==> config.mk <==
export PLATFORM = sky130hd
export DESIGN_NAME = two_floor_lift_controller_core
export DESIGN_NICKNAME = d
export VERILOG_FILES = /design/src/hdl/lftc_pkg.sv /design/src/hdl/two_floor_lift_controller_core.sv /design/src/hdl/lftc_step.sv
export SDC_FILE = /design/constraint.sdc
export NUM_CORES = 1
export LEC_CHECK = 0
export ABC_AREA = 1
export ABC_CLOCK_PERIOD_IN_PS = 5600
export BUFFER_PORTS_ARGS = -buffer_cell sky130_fd_sc_hd__buf_2
export CAP_MARGIN = 20
export CELL_PAD_IN_SITES_DETAIL_PLACEMENT = 1
export CELL_PAD_IN_SITES_GLOBAL_PLACEMENT = 1
export CORE_MARGIN = 5
export CORE_UTILIZATION = 33
export CTS_CLUSTER_DIAMETER = 100
export DETAILED_ROUTE_END_ITERATION = 12
export HOLD_SLACK_MARGIN = 0.05
export PLACE_DENSITY = 0.64
export SETUP_SLACK_MARGIN = 0.15
export SYNTH_ARGS = -nofsm -noshare
export SYNTH_HDL_FRONTEND = slang
export SYNTH_HIERARCHICAL = 1
export SYNTH_SLANG_ARGS = --single-unit
export TNS_END_PERCENT = 10
==> constraint.sdc <==
create_clock -name clk -period 5.6 [get_ports clk]
set_clock_uncertainty 0.1 [all_clocks]
set_input_delay 0.84 -clock clk [delete_from_list [all_inputs] [get_ports clk]]
set_output_delay 0.84 -clock clk [all_outputs]
set_load 0.05 [all_outputs]
==> src/hdl/lftc_pkg.sv <==
// ----------------------------------------------------------------------------
// lftc_pkg
// Shared types and bit positions for the two-floor lift controller.
// ----------------------------------------------------------------------------
package lftc_pkg;

  localparam int unsigned IO_W    = 6;
  localparam int unsigned TIMER_W = 10;

  // Request latch bits (raw inputs are active low, latches active high)
  localparam int unsigned B_CALL0 = 0;
  localparam int unsigned B_CALL1 = 1;
  localparam int unsigned B_OK0   = 2;
  localparam int unsigned B_OK1   = 3;
  localparam int unsigned B_CLOSE = 4;
  localparam int unsigned B_OPEN  = 5;

  // Drive bits
  localparam int unsigned D_LAMP0  = 0;
  localparam int unsigned D_LAMP1  = 1;
  localparam int unsigned D_DOPEN  = 2;
  localparam int unsigned D_DCLOSE = 3;
  localparam int unsigned D_UP     = 4;
  localparam int unsigned D_DOWN   = 5;

  localparam logic [TIMER_W-1:0] TIMER_MAX     = '1;
  localparam logic [TIMER_W-1:0] OPEN_RESET    = TIMER_W'(50);
  localparam logic [TIMER_W-1:0] TRAVEL_RESET  = TIMER_W'(50);
  localparam logic [IO_W-1:0]    LATCH_RESET   = IO_W'(1) << B_OK0;

  // Configuration register indexes
  localparam logic CFG_OPEN_POLLS   = 1'b0;
  localparam logic CFG_TRAVEL_POLLS = 1'b1;

  typedef enum logic [2:0] {
    PH_CLOSED0 = 3'd0,
    PH_CLOSED1 = 3'd1,
    PH_OPEN0   = 3'd2,
    PH_OPEN1   = 3'd3,
    PH_WAIT0   = 3'd4,
    PH_WAIT1   = 3'd5
  } phase_t;

  typedef struct packed {
    phase_t             phase;
    logic [IO_W-1:0]    latches;
    logic [TIMER_W-1:0] door_timer;
    logic [TIMER_W-1:0] travel_timer;
    logic [IO_W-1:0]    drive;
  } lift_state_t;

  typedef struct packed {
    logic [IO_W-1:0] drive_bits;
    logic [2:0]      state_code;
    logic            moving;
  } lift_result_t;

endpackage

==> src/hdl/two_floor_lift_controller_core.sv <==
// ----------------------------------------------------------------------------
// two_floor_lift_controller_core
// Poll-driven controller for a two-floor lift with request latches.
// ----------------------------------------------------------------------------
// Each request on the input channel is one poll of six active-low buttons and
// sensors. The poll is latched into sticky request bits and the six-phase
// machine (door closed, door open, waiting for arrival, at either floor) is
// stepped in the same clock, so one poll is taken every cycle while in_ready
// is high; its result (drive bits, phase code, motor-running flag) is then
// registered. The only work path is the combinational step logic between the
// state registers and the result register; a two-entry output buffer lets a
// poll be accepted while an earlier result still waits, and in_ready drops
// only when both entries are full. After a departure the motor runs for
// travel_polls polls, during which polls are consumed but not latched.
// open_polls sets how many polls the door stays open. Reset puts the lift
// closed at floor 0 with the arrived-at-0 latch set and both registers at 50.
// Write configuration only while no poll is in flight.
// ----------------------------------------------------------------------------
module two_floor_lift_controller_core
  import lftc_pkg::*;
(
  input  logic               clk,
  input  logic               rst,
  // poll requests
  input  logic               in_valid,
  output logic               in_ready,
  input  logic [IO_W-1:0]    raw_inputs,
  // results
  output logic               out_valid,
  input  logic               out_ready,
  output logic [IO_W-1:0]    drive_bits,
  output logic [2:0]         state_code,
  output logic               moving,
  // configuration
  input  logic               cfg_write,
  input  logic               cfg_index,
  input  logic [TIMER_W-1:0] cfg_data
);

  logic [TIMER_W-1:0] open_polls;
  logic [TIMER_W-1:0] travel_polls;
  lift_state_t        state;
  lift_state_t        state_next;
  lift_result_t       step_result;
  lift_result_t       out_res;
  lift_result_t       skid_res;
  logic               skid_valid;
  logic               in_accept;
  logic               out_free;

  assign in_ready  = ~skid_valid;
  assign in_accept = in_valid & in_ready;
  // the output register can take a new result this cycle
  assign out_free  = ~out_valid | out_ready;

  lftc_step u_step (
    .cur          (state),
    .raw_inputs   (raw_inputs),
    .open_polls   (open_polls),
    .travel_polls (travel_polls),
    .nxt          (state_next),
    .result       (step_result)
  );

  // Configuration registers: plain write, no read-back
  always_ff @(posedge clk) begin
    if (rst) begin
      open_polls   <= OPEN_RESET;
      travel_polls <= TRAVEL_RESET;
    end else if (cfg_write) begin
      unique case (cfg_index)
        CFG_OPEN_POLLS:   open_polls   <= cfg_data;
        CFG_TRAVEL_POLLS: travel_polls <= cfg_data;
        default:          ;
      endcase
    end
  end

  // Controller state: advance once per accepted poll
  always_ff @(posedge clk) begin
    if (rst) begin
      state.phase        <= PH_CLOSED0;
      state.latches      <= LATCH_RESET;
      state.door_timer   <= '0;
      state.travel_timer <= '0;
      state.drive        <= '0;
    end else if (in_accept) begin
      state <= state_next;
    end
  end

  // Output register plus skid entry. The skid entry fills only when a result
  // arrives while the output register is held; it drains before new polls.
  always_ff @(posedge clk) begin
    if (rst) begin
      out_valid  <= 1'b0;
      skid_valid <= 1'b0;
    end else begin
      if (out_free) begin
        if (skid_valid) begin
          out_valid  <= 1'b1;
          skid_valid <= 1'b0;
        end else begin
          out_valid  <= in_accept;
        end
      end else if (in_accept) begin
        skid_valid <= 1'b1;
      end
    end
  end

  // Payload registers: no reset needed
  always_ff @(posedge clk) begin
    if (out_free) begin
      if (skid_valid) out_res <= skid_res;
      else if (in_accept) out_res <= step_result;
    end
    if (in_accept && !out_free) skid_res <= step_result;
  end

  assign drive_bits = out_res.drive_bits;
  assign state_code = out_res.state_code;
  assign moving     = out_res.moving;

`ifndef SYNTHESIS
  // skid entry is only ever occupied behind a held result
  a_skid_behind_out : assert property (@(posedge clk) disable iff (rst)
    skid_valid |-> out_valid)
    else $error("skid entry full with output register empty");

  // a travel countdown only runs while waiting for arrival
  a_travel_in_wait : assert property (@(posedge clk) disable iff (rst)
    (state.travel_timer != '0) |-> (state.phase == PH_WAIT0 || state.phase == PH_WAIT1))
    else $error("travel countdown outside a wait phase");

  // door open and door close coils are never driven together
  a_door_coils : assert property (@(posedge clk) disable iff (rst)
    !(state.drive[D_DOPEN] && state.drive[D_DCLOSE]))
    else $error("door open and close driven together");

  // a poll taken during the countdown leaves the latches untouched
  a_latch_hold : assert property (@(posedge clk) disable iff (rst)
    (in_accept && state.travel_timer != '0) |=> $stable(state.latches))
    else $error("request latches changed during motor run");
`endif

endmodule

==> src/hdl/lftc_step.sv <==
// ----------------------------------------------------------------------------
// lftc_step
// Next-state logic for one poll: latch requests, step the phase machine.
// ----------------------------------------------------------------------------
module lftc_step
  import lftc_pkg::*;
(
  input  lift_state_t        cur,
  input  logic [IO_W-1:0]    raw_inputs,
  input  logic [TIMER_W-1:0] open_polls,
  input  logic [TIMER_W-1:0] travel_polls,
  output lift_state_t        nxt,
  output lift_result_t       result
);

  // lamp for the floor, motor off
  function automatic logic [IO_W-1:0] at_floor(input logic [IO_W-1:0] d, input logic upper);
    logic [IO_W-1:0] r;
    r = d;
    r[D_LAMP0] = ~upper;
    r[D_LAMP1] = upper;
    r[D_UP]    = 1'b0;
    r[D_DOWN]  = 1'b0;
    return r;
  endfunction

  function automatic logic [IO_W-1:0] door_shut(input logic [IO_W-1:0] d);
    logic [IO_W-1:0] r;
    r = d;
    r[D_DOPEN]  = 1'b0;
    r[D_DCLOSE] = 1'b1;
    return r;
  endfunction

  function automatic logic [IO_W-1:0] door_release(input logic [IO_W-1:0] d);
    logic [IO_W-1:0] r;
    r = d;
    r[D_DOPEN]  = 1'b1;
    r[D_DCLOSE] = 1'b0;
    return r;
  endfunction

  // motor on in one direction, lamps off, door shut
  function automatic logic [IO_W-1:0] depart_drive(input logic [IO_W-1:0] d,
                                                   input logic going_up);
    logic [IO_W-1:0] r;
    r = door_shut(d);
    r[D_LAMP0] = 1'b0;
    r[D_LAMP1] = 1'b0;
    r[D_UP]    = going_up;
    r[D_DOWN]  = ~going_up;
    return r;
  endfunction

  logic [IO_W-1:0]    lat;
  logic [TIMER_W-1:0] dt_inc;
  logic               upper;

  always_comb begin
    nxt    = cur;
    lat    = cur.latches | ~raw_inputs;
    dt_inc = (cur.door_timer != TIMER_MAX) ? cur.door_timer + TIMER_W'(1) : cur.door_timer;
    upper  = (cur.phase == PH_WAIT1) || (cur.phase == PH_OPEN1);

    if (cur.travel_timer != '0) begin
      // motor running: ignore the poll, count down
      nxt.travel_timer = cur.travel_timer - TIMER_W'(1);
    end else begin
      unique case (cur.phase)
        PH_CLOSED1: begin
          nxt.door_timer = '0;
          lat[B_CLOSE]   = 1'b0;
          nxt.drive      = door_shut(at_floor(cur.drive, 1'b1));
          if (lat[B_OPEN]) nxt.phase = PH_OPEN1;
          if (lat[B_CALL1]) begin
            nxt.phase    = PH_OPEN1;
            lat[B_CALL1] = 1'b0;
          end
          if (lat[B_CALL0]) begin
            nxt.drive        = depart_drive(nxt.drive, 1'b0);
            nxt.travel_timer = travel_polls;
            lat[B_OK0]       = 1'b0;
            lat[B_OK1]       = 1'b0;
            lat[B_CALL0]     = 1'b0;
            nxt.phase        = PH_WAIT0;
          end
        end
        PH_OPEN0, PH_OPEN1: begin
          lat[B_OPEN]    = 1'b0;
          nxt.drive      = door_release(at_floor(cur.drive, upper));
          nxt.door_timer = dt_inc;
          if (lat[B_CLOSE] || (dt_inc >= open_polls))
            nxt.phase = upper ? PH_CLOSED1 : PH_CLOSED0;
        end
        PH_WAIT0, PH_WAIT1: begin
          lat[B_OPEN]  = 1'b0;
          lat[B_CLOSE] = 1'b0;
          nxt.drive    = door_shut(at_floor(cur.drive, upper));
          if (upper ? lat[B_OK1] : lat[B_OK0])
            nxt.phase = upper ? PH_CLOSED1 : PH_CLOSED0;
        end
        default: begin
          // closed at floor 0, and any unused code
          nxt.phase      = PH_CLOSED0;
          nxt.door_timer = '0;
          lat[B_CLOSE]   = 1'b0;
          nxt.drive      = door_shut(at_floor(cur.drive, 1'b0));
          if (lat[B_OPEN]) nxt.phase = PH_OPEN0;
          lat[B_CALL0] = 1'b0;
          if (lat[B_CALL1]) begin
            nxt.drive        = depart_drive(nxt.drive, 1'b1);
            nxt.travel_timer = travel_polls;
            lat[B_OK0]       = 1'b0;
            lat[B_OK1]       = 1'b0;
            lat[B_CALL1]     = 1'b0;
            nxt.phase        = PH_WAIT1;
          end
        end
      endcase
      nxt.latches = lat;
    end

    result.drive_bits = nxt.drive;
    result.state_code = 3'(nxt.phase);
    result.moving     = (cur.travel_timer != '0) || (nxt.travel_timer != '0);
  end

endmodule

==> results of run 1 <==
==> cells in the final DEF (no fill, tap or decap), drive strengths merged <==
cell,n
clkinv,3
a21boi,3
nand2,252
inv,101
a22o,1
clkinvlp,1
o21a,1
xor2,8
ha,15
o211ai,1
nand3b,2
nand3,90
o21ai,41
bufinv,1
nand4,2
a21oi,20
edfxtp,20
nor3,4
and2,2
a31o,1
nor2,137
a31oi,1
buf,34
xnor2,3
dfxtp,57
clkbuf,9
==> critical path, stage by stage (launching register included) <==
cell	delay, ns
dfxtp_1	0.45
ha_1	0.26
nand2_1	0.09
nor3_2	0.18
and2_4	0.22
nand2_1	0.08
nand2_1	0.07
inv_1	0.06
ha_1	0.27
nand2_1	0.06
nor2_1	0.15
nand3_1	0.09
nand3_1	0.17
nand2_1	0.09
nand2_1	0.06
nand2_1	0.05
nand2_1	0.07
nand2_1	0.09
nand2_1	0.08
nand2_1	0.08
==> metal layers <==
| metal | global-route usage (%) | up-vias | part of all wire (%) |
|---|---|---|---|
| li1 | - | 2497 | - |
| met1 | 19.8 | 2367 | 46 |
| met2 | 31.4 | 37 | 51 |
| met3 | 3.13 | 20 | 2.1 |
| met4 | 6.00 | 0 | 1.9 |
| met5 | 0 | - | 0 |
==> cells by family after synthesis <==
| logic type | count (synthesis) | synth area share [%] |
|---|---|---|
| AOI/OAI and AO/OA | 69 | 7.53 |
| xor gates and xnor gates | 11 | 1.88 |
| adders and majority gates | 15 | 3.67 |
| buffers and inverters | 143 | 12.8 |
| DFF | 77 | 34.0 |
| and+or+nand+nor | 489 | 40.1 |
==> cell type report <==
type	instances	share of cell area [%]
sequential	77	31.4
inverter	99	6.69
multi-input combinational	584	49.1
tap	188	4.24
clock inverter	7	1.44
timing repair buffer	34	3.11
clock buffer	9	4.06
==> how the worst min path moves through the flow <==
| stage | from | end | slack, ns | cells past startpoint |
|---|---|---|---|---|
| after floorplan | open_polls[1] | open_polls[1] | 0.33 | 2 |
| after global placement | state[28] | state[28] | 0.34 | 2 |
| after detailed placement | open_polls[5] | open_polls[5] | 0.36 | 2 |
| after CTS | open_polls[5] | open_polls[5] | 0.37 | 2 |
| after global routing | open_polls[4] | open_polls[4] | 0.40 | 2 |
| final | open_polls[5] | open_polls[5] | 0.36 | 2 |
==> registers in the layout (all words and copies together), names as in the netlist, 3 cells and up <==
name and cells:
drive_bits 6, state 35, skid_res 10, travel_polls 10, state_code 3, open_polls 10
==> report_power, final <==
| part | total [mW] | switching [mW] | leakage (nW) | internal [mW] |
|---|---|---|---|---|
| logic | 0.420 | 0.290 | 1.92 | 0.131 |
| clock network | 0.619 | 0.267 | 0.149 | 0.353 |
| registers | 0.656 | 0.0380 | 0.663 | 0.618 |
| total | 1.70 | 0.594 | 2.73 | 1.10 |
==> per-stage QoR <==
step                      utilization [%]  area (um2)
final                                36.5        5550
after global routing                 36.5        5550
after CTS                            36.5        5550
after detailed placement             34.5        5250
after global placement               34.5        5250
after floorplan                         -        5120
==> impl_metrics.py, run 1 <==
metrics = {
    "finish": {
        "multiInputGateArea_um2": 2730,
        "finalNonFillerCells": 998,
        "seqCellArea_um2": 1740,
        "diodes": 0,
        "layout-drive-gt1-share_pct": 9.88,
        "nNetsFinal": 842,
        "fillers": 2003,
        "area_growth_pct": 8.46,
    },
    "grt": {
        "grt_use_total_pct": 17.1,
        "overflow": 0,
        "antenna_found_initial": 0,
        "grt_pass1_vias": 5149,
        "grt_pass1_wl_mm": 24.8,
        "grt_start_max_net_pins": 56,
    },
    "placed_design": {
        "io_buffers": 33,
        "gp_congestion": 0.809,
        "dpl.hpwl_mm": 10.7,
        "dp.cells": 982,
        "dp_slack_ns": 2.52,
    },
    "clock_network": {
        "holdBufCountCts": 0,
        "cts_sinks": 77,
        "cts_root_buffer": "clkbuf_16",
        "post-cts-setup-buffers": 0,
        "numCtsBuffers": 9,
        "cts_resized": 0,
        "clockBufferDepth": 2,
        "clock_latency_ns": 0.36,
        "clk_pin_slew_worst_paths_ns": 0.07,
        "cts_tree": "done",
        "htree_levels": 3,
    },
    "synth": {
        "synth.avg_cell_area_um2": 6.37,
        "synth_seq_cells": 77,
        "ys_types": 40,
        "synth_nets": 841,
        "synthDominantCellAreaShare_pct": 22.3,
        "ys_warn_count": 6,
        "async_reset_ff_share_pct": 0,
        "netlist_instances": 804,
        "netlist_area_um2": 5120,
        "yosys.area.top_type": "dfxtp_1",
        "synth_common_cells": "nand2_1 (241), nor2_1 (134), inv_1 (91)",
        "ys_seq_area_share_pct": 34.0,
        "synth_edf_count": 20,
        "synth_top_flop_cell": "dfxtp_1",
        "netlist_top_cells_area": "dfxtp_1 (22%), nand2_1 (18%), edfxtp_1 (12%), nor2_1 (9.8%), nand3_1 (8.7%)",
        "yosysMostFrequentCell": "nand2_1",
    },
    "setup_path": {
        "r2r-end": "state_code[2]",
        "critPathRequiredTime_ns": 5.61,
        "cp_data_arrival_time_ns": 3.04,
        "start_kind": "flop",
        "endpoint": "state_code[2]",
        "crit-reg2reg-launch": "state[16]",
        "critPathLaunch": "state[16]",
        "endpoint_kind": "flop",
        "rr_worst_depth": 19,
        "cp_max_fo": 7,
        "critical_path_class": "reg2reg",
        "r2r_slack_ns": 2.57,
    },
    "timing": {
        "worstMarginPinSlew_ns": 0.970,
        "fin_crit_ns": 3.03,
        "fin_crit_sh_pct": 54.0,
        "slew_headroom_pct": 35.4,
        "setup_slack_ns": 2.57,
        "maxSlewViolCount": 0,
        "rsz0062_at_grt": "false",
        "tns_ns": 0,
        "timing.fmax_mhz": 330,
        "final_hold_viol_count": 0,
        "whs_ns": 0.361,
        "finalSetupViolCount": 0,
    },
    "drt": {
        "via_per_inst": 4.93,
        "ant_nets": 0,
        "post-route-drc-count": 0,
        "dr.pass1.iters": 4,
        "wl_per_cell_um": 14.9,
        "drt_wl_total_mm": 14.8,
        "via_count": 4921,
        "drt_iter0_markers": 171,
    },
    "floorplan": {
        "die_h_um": 135,
        "top_level_ports": 34,
        "floorplan.die_area_um2": 18100,
        "core_um2": 15200,
        "initial_core_util_pct": 33.7,
        "rows": 45,
        "die_w_um": 135,
    },
    "job": {
        "drv_cap": 0,
    },
    "hold_path": {
        "hp-class": "reg2reg",
    },
    "run_status": {
        "status": "complete, no violations",
    },
    "power": {
        "p_per_area_nw_per_um2": 305,
        "power.total_mw": 1.70,
        "p_leak_nw": 2.73,
        "ir_drop_mv": 0.131,
    },
}
(Power assumes the default switching activity.)
==> inputs of run 2 (changes only) <==
--- a/config.mk
+++ b/config.mk
@@ -6,7 +6,7 @@
 export NUM_CORES = 1
 export LEC_CHECK = 0
 export ABC_AREA = 1
-export ABC_CLOCK_PERIOD_IN_PS = 5600
+export ABC_CLOCK_PERIOD_IN_PS = 2680
 export BUFFER_PORTS_ARGS = -buffer_cell sky130_fd_sc_hd__buf_2
 export CAP_MARGIN = 20
 export CELL_PAD_IN_SITES_DETAIL_PLACEMENT = 1
@@ -16,7 +16,7 @@
 export CTS_CLUSTER_DIAMETER = 100
 export DETAILED_ROUTE_END_ITERATION = 12
 export HOLD_SLACK_MARGIN = 0.05
-export PLACE_DENSITY = 0.64
+export PLACE_DENSITY = 0.66
 export SETUP_SLACK_MARGIN = 0.15
 export SYNTH_ARGS = -nofsm -noshare
 export SYNTH_HDL_FRONTEND = slang
==> constraint.sdc (replaced) <==
create_clock -name clk -period 2.68 [get_ports clk]
set_clock_uncertainty 0.1 [all_clocks]
set_input_delay 0.402 -clock clk [delete_from_list [all_inputs] [get_ports clk]]
set_output_delay 0.402 -clock clk [all_outputs]
set_load 0.05 [all_outputs]
==> impl_metrics.py, run 2 (same netlist as run 1, synthesis figures left out) <==
metrics = {
    "placed_design": {
        "dpl.hpwl_mm": 11.3,
        "dp_slack_ns": -0.0812,
        "io_buffers": 33,
        "place_area_um2": 5460,
        "gp_congestion": 0.854,
    },
    "power": {
        "seqPwrFrac_pct": 37.6,
        "ir_drop_mv": 0.301,
        "pwr-share-clk_pct": 35.2,
        "combPwrFrac_pct": 27.2,
        "intPower_mw": 2.41,
        "power.share.switching_pct": 33.5,
        "power.total_mw": 3.62,
        "p_per_area_nw_per_um2": 605,
        "p_leak_nw": 2.90,
        "p_switching_mw": 1.21,
    },
    "finish": {
        "area_growth_pct": 16.9,
        "stdcell_area_um2": 5980,
        "mostFrequentLayoutCells": "nand2_1 (231), nor2_1 (129), inv_1 (91), nand3_1 (85), dfxtp_1 (54)",
        "diodes": 0,
        "largest_reg_flops": 35,
        "top_register": "state",
        "fillers": 2023,
        "layout_commonest_cell": "nand2_1",
        "nNetsFinal": 873,
        "layout-drive-gt1-share_pct": 16.9,
    },
    "clock_network": {
        "numCtsBuffers": 9,
        "htree_levels": 3,
        "clk_pin_slew_worst_paths_ns": 0.06,
        "cts_sinks": 77,
        "holdBufCountCts": 0,
        "clockBufferDepth": 2,
        "cts_root_buffer": "clkbuf_16",
        "clock_latency_ns": 0.35,
        "cts_tree": "done",
    },
    "setup_path": {
        "critical_path_class": "reg2reg",
        "crit-reg2reg-launch": "state[16]",
        "critPathLaunch": "state[16]",
        "start_kind": "flop",
        "endpoint_kind": "flop",
        "cp_max_fo": 6,
        "cp_data_arrival_time_ns": 2.83,
        "critPathRequiredTime_ns": 2.82,
        "rr_worst_depth": 20,
    },
    "timing": {
        "final_hold_viol_count": 0,
        "rsz0062_at_grt": "true",
        "fin_crit_ns": 2.69,
        "maxSlewViolCount": 0,
        "timing.fmax_mhz": 372,
        "slew_headroom_pct": 36.1,
        "finalSetupViolCount": 1,
        "tns_ns": -0.00845,
        "setup_slack_ns": -0.00845,
        "fin_crit_sh_pct": 100,
        "worstMarginPinSlew_ns": 0.955,
    },
    "job": {
        "drv_cap": 0,
    },
    "floorplan": {
        "floorplan.die_area_um2": 18100,
        "initial_core_util_pct": 33.7,
        "rows": 45,
        "top_level_ports": 34,
        "die_h_um": 135,
        "die_w_um": 135,
        "core_um2": 15200,
    },
    "drt": {
        "via_count": 5004,
        "post-route-drc-count": 0,
        "via_per_inst": 4.86,
        "drt_iter0_markers": 182,
        "drt_wl_total_mm": 15.5,
        "ant_nets": 0,
        "dr.pass1.iters": 4,
        "wl_per_cell_um": 15.0,
    },
    "grt": {
        "grt_use_total_pct": 17.4,
        "grt_pass1_vias": 5211,
        "overflow": 0,
        "grt_pass1_wl_mm": 25.6,
        "antenna_found_initial": 0,
        "grt_start_max_net_pins": 47,
    },
    "run_status": {
        "violations": "negative setup slack",
        "status": "finished with violations",
    },
    "hold_path": {
        "hp-class": "in2reg",
        "hold_path.startpoint": "rst",
        "holdPathStages": 2,
    },
}
run 2: cell types whose count changed in the layout (fill, tap and decap cells not counted), sizes merged:
| cell | before | now |
|---|---|---|
| clkbuf | 9 | 11 |
| buf | 34 | 64 |
| nand2 | 252 | 253 |
| clkinv | 3 | 4 |
| inv | 101 | 98 |
run 2: worst max-delay path, cell delays in order (launching register included):
cell	delay, ns
dfxtp_4	0.37
ha_4	0.15
nand2_2	0.05
nor3_2	0.18
and2_4	0.25
nand3b_1	0.11
and2_1	0.17
ha_1	0.28
o21ai_2	0.05
nand2_1	0.09
nand3_2	0.07
nand3_2	0.11
nand2_2	0.07
nand2_1	0.06
nand2_1	0.05
nand2_1	0.07
nand2_2	0.07
inv_1	0.07
nand3_2	0.07
nand2_2	0.10
nor2_2	0.04
run 2: power groups by stage:
stage | Sequential (mW) | Clock, mW | Combinational (mW)
detailed placement | 1.39 | 0 | 0.944
global route | 1.37 | 1.36 | 1.12
floorplan | 1.43 | 0 | 0.664
finish | 1.36 | 1.27 | 0.986
global placement | 1.38 | 0 | 0.913
CTS | 1.36 | 1.31 | 0.957
run 2: stage by stage:
stage	utilization, %	hold slack, ns	instances
2_1_floorplan	-	0.329	804
3_3_place_gp	35.9	0.346	1007
3_5_place_dp	35.9	0.353	1007
4_1_cts	38.4	0.148	1027
5_1_grt	39.4	0.152	1029
6_report	39.4	0.156	1029
run 2: worst paths after layout:
kind	to	slack, ns
max	state[34]	-0.008
min	out_valid	0.16
max reg2reg	state[34]	-0.008
min reg2reg	state[28]	0.37
run 2: area by class of cell:
type	instances	area [um2]	share of cell area, %
multi-input cells	585	2910	48.5
inverters	99	372	6.21
well taps	188	235	3.93
clock buffers	11	254	4.24
clock inverters	5	57.6	0.962
flip-flops and latches	77	1750	29.2
repair buffers	64	410	6.86
run 2: timing repair:
item / CTS / global route
pin swaps: 5 / 18
setup endpoints to repair: 9 / 9
gates cloned: 1 / 0
setup buffers: 3 / 2
resized for setup: 8 / 27
run 2: metal layers:
metal / vias to the layer above / routed length, um / GRT usage, %
li1: 2558 / - / -
met1: 2382 / 6550 / 19.4
met2: 46 / 8320 / 34.0
met3: 18 / 391 / 3.54
met4: 0 / 206 / 3.73
met5: - / 0 / 0
==> inputs of run 3 (changes only) <==
--- a/config.mk
+++ b/config.mk
@@ -7,7 +7,6 @@
 export LEC_CHECK = 0
 export ABC_AREA = 1
 export ABC_CLOCK_PERIOD_IN_PS = 2680
-export BUFFER_PORTS_ARGS = -buffer_cell sky130_fd_sc_hd__buf_2
 export CAP_MARGIN = 20
 export CELL_PAD_IN_SITES_DETAIL_PLACEMENT = 1
 export CELL_PAD_IN_SITES_GLOBAL_PLACEMENT = 1
@@ -15,8 +14,9 @@
 export CORE_UTILIZATION = 33
 export CTS_CLUSTER_DIAMETER = 100
 export DETAILED_ROUTE_END_ITERATION = 12
+export DONT_BUFFER_PORTS = 1
 export HOLD_SLACK_MARGIN = 0.05
-export PLACE_DENSITY = 0.66
+export PLACE_DENSITY = 0.64
 export SETUP_SLACK_MARGIN = 0.15
 export SYNTH_ARGS = -nofsm -noshare
 export SYNTH_HDL_FRONTEND = slang
==> impl_metrics.py, run 3 (same netlist as run 1, synthesis figures left out) <==
metrics = {
    "timing": {
        "worstMarginPinSlew_ns": 1.06,
        "finalSetupViolCount": 0,
        "maxSlewViolCount": 0,
        "final_hold_viol_count": 0,
        "fin_crit_ns": 2.66,
        "fin_crit_sh_pct": 99.2,
        "tns_ns": 0,
        "setup_slack_ns": 0.0211,
        "slew_headroom_pct": 29.1,
        "rsz0062_at_grt": "true",
        "timing.fmax_mhz": 376,
    },
    "placed_design": {
        "dpl.hpwl_mm": 11.3,
        "dp_slack_ns": -0.0401,
        "gp_congestion": 0.892,
        "io_buffers": 0,
        "dp.cells": 975,
    },
    "finish": {
        "finalNonFillerCells": 1000,
        "layout_commonest_cell": "nand2_1",
        "nNetsFinal": 844,
        "diodes": 0,
        "top_register": "state",
        "largest_reg_flops": 35,
        "post-route-util_pct": 38.4,
        "area_growth_pct": 14.1,
        "layout-drive-gt1-share_pct": 13.3,
        "mostFrequentLayoutCells": "nand2_1 (232), nor2_1 (131), inv_1 (90), nand3_1 (87), dfxtp_1 (54)",
    },
    "setup_path": {
        "crit-reg2reg-launch": "state[16]",
        "critical_path_class": "reg2reg",
        "critPathLaunch": "state[16]",
        "cp_max_fo": 6,
        "start_kind": "flop",
        "endpoint_kind": "flop",
        "critPathRequiredTime_ns": 2.87,
        "cp_data_arrival_time_ns": 2.85,
    },
    "grt": {
        "antenna_found_initial": 0,
        "overflow": 0,
        "grt_pass1_wl_mm": 26.5,
        "use_met1_pct": 21.5,
        "top_usage_layer": "met2",
        "grt_use_total_pct": 18.4,
        "use_met2_pct": 33.8,
        "use_met3_pct": 3.65,
        "grt_start_max_net_pins": 39,
        "grt_pass1_vias": 5167,
    },
    "floorplan": {
        "die_w_um": 135,
        "die_h_um": 135,
        "rows": 45,
        "floorplan.die_area_um2": 18100,
        "core_um2": 15200,
        "top_level_ports": 34,
        "initial_core_util_pct": 33.7,
    },
    "drt": {
        "via_count": 4903,
        "via_per_inst": 4.90,
        "drt_iter0_markers": 219,
        "ant_nets": 0,
        "dr.pass1.iters": 4,
        "drt_wl_total_mm": 15.9,
        "post-route-drc-count": 0,
        "wl_per_cell_um": 15.9,
    },
    "run_status": {
        "status": "complete, no violations",
    },
    "hold_path": {
        "hp-class": "in2reg",
        "hold_path.startpoint": "cfg_data[5]",
    },
    "clock_network": {
        "clock_latency_ns": 0.36,
        "htree_levels": 3,
        "cts_tree": "done",
        "cts_sinks": 77,
        "numCtsBuffers": 9,
        "clockBufferDepth": 2,
        "clk_pin_slew_worst_paths_ns": 0.07,
        "cts_root_buffer": "clkbuf_16",
    },
    "power": {
        "ir_drop_mv": 0.341,
        "p_per_area_nw_per_um2": 619,
        "p_leak_nw": 2.78,
    },
    "job": {
        "drv_cap": 0,
    },
}
## run 3: changes by cell type in the layout (fill, tap and decap cells not counted), moves of 2 or more
cell,delta
nor2_2,-2
nand3_2,-2
clkinvlp_4,+2
nor2_1,+2
inv_6,+2
dlygate4sd3_1,+3
buf_2,-33
nand3_1,+2
## run 3: area by class of cell
| class | count | area [um2] |
|---|---|---|
| clock buffer | 9 | 225 |
| clock inverter | 7 | 81.3 |
| fill | 1973 | 9360 |
| inverter | 99 | 372 |
| multi-input combinational | 585 | 2880 |
| sequential | 77 | 1750 |
| tap | 188 | 235 |
| timing repair buffer | 35 | 295 |
## run 3: critical path, stage by stage (launching register included)
cell and delay (ns):
dfxtp_4 0.37, ha_4 0.14, nand2_2 0.05, nor3_2 0.21, and2_4 0.26, nand3b_1 0.16
nand2_2 0.14, ha_4 0.21, o21ai_2 0.12, nand2_1 0.08, nand3_2 0.07, nand3_2 0.09
nand2_2 0.08, nand2_1 0.05, nand2_1 0.05, nand2_1 0.06, nand2_2 0.09, inv_1 0.04
nand3_1 0.07, nand2_1 0.05, nor2_1 0.10
## run 3: power breakdown
| group | internal [mW] | switching (mW) |
|---|---|---|
| logic | 0.319 | 0.569 |
| registers | 1.29 | 0.131 |
| clock network | 0.735 | 0.570 |
## run 3: metal layers
metal,up-vias,share of wire (%)
li1,2511,-
met1,2331,44
met2,47,52
met3,14,2.7
met4,0,1.6
met5,-,0
## run 3: repair_timing
action,in CTS,in global routing
hold buffers,3,0
setup buffers,1,4
gates cloned,0,1
resized for setup,12,20
endpoints found under the setup margin,8,10
hold endpoints to repair,4,0
pin swaps,7,17
## run 3: metrics by stage
| stage | area (um2) | total power, mW | hold WS [ns] |
|---|---|---|---|
| 3_3_place_gp | 5320 | 2.26 | 0.344 |
| 2_1_floorplan | 5140 | 2.10 | 0.329 |
| 3_5_place_dp | 5320 | 2.30 | 0.370 |
| 4_1_cts | 5710 | 3.64 | 0.0500 |
| 5_1_grt | 5840 | 3.84 | 0.0598 |
| 6_report | 5840 | 3.62 | 0.0639 |
## run 3: final timing paths
path | to | slack (ns) | cells after the start
max reg2reg | state[34] | 0.02 | 20
min reg2reg | open_polls[5] | 0.38 | 2
min | travel_polls[5] | 0.06 | 2
max | state[34] | 0.02 | 20
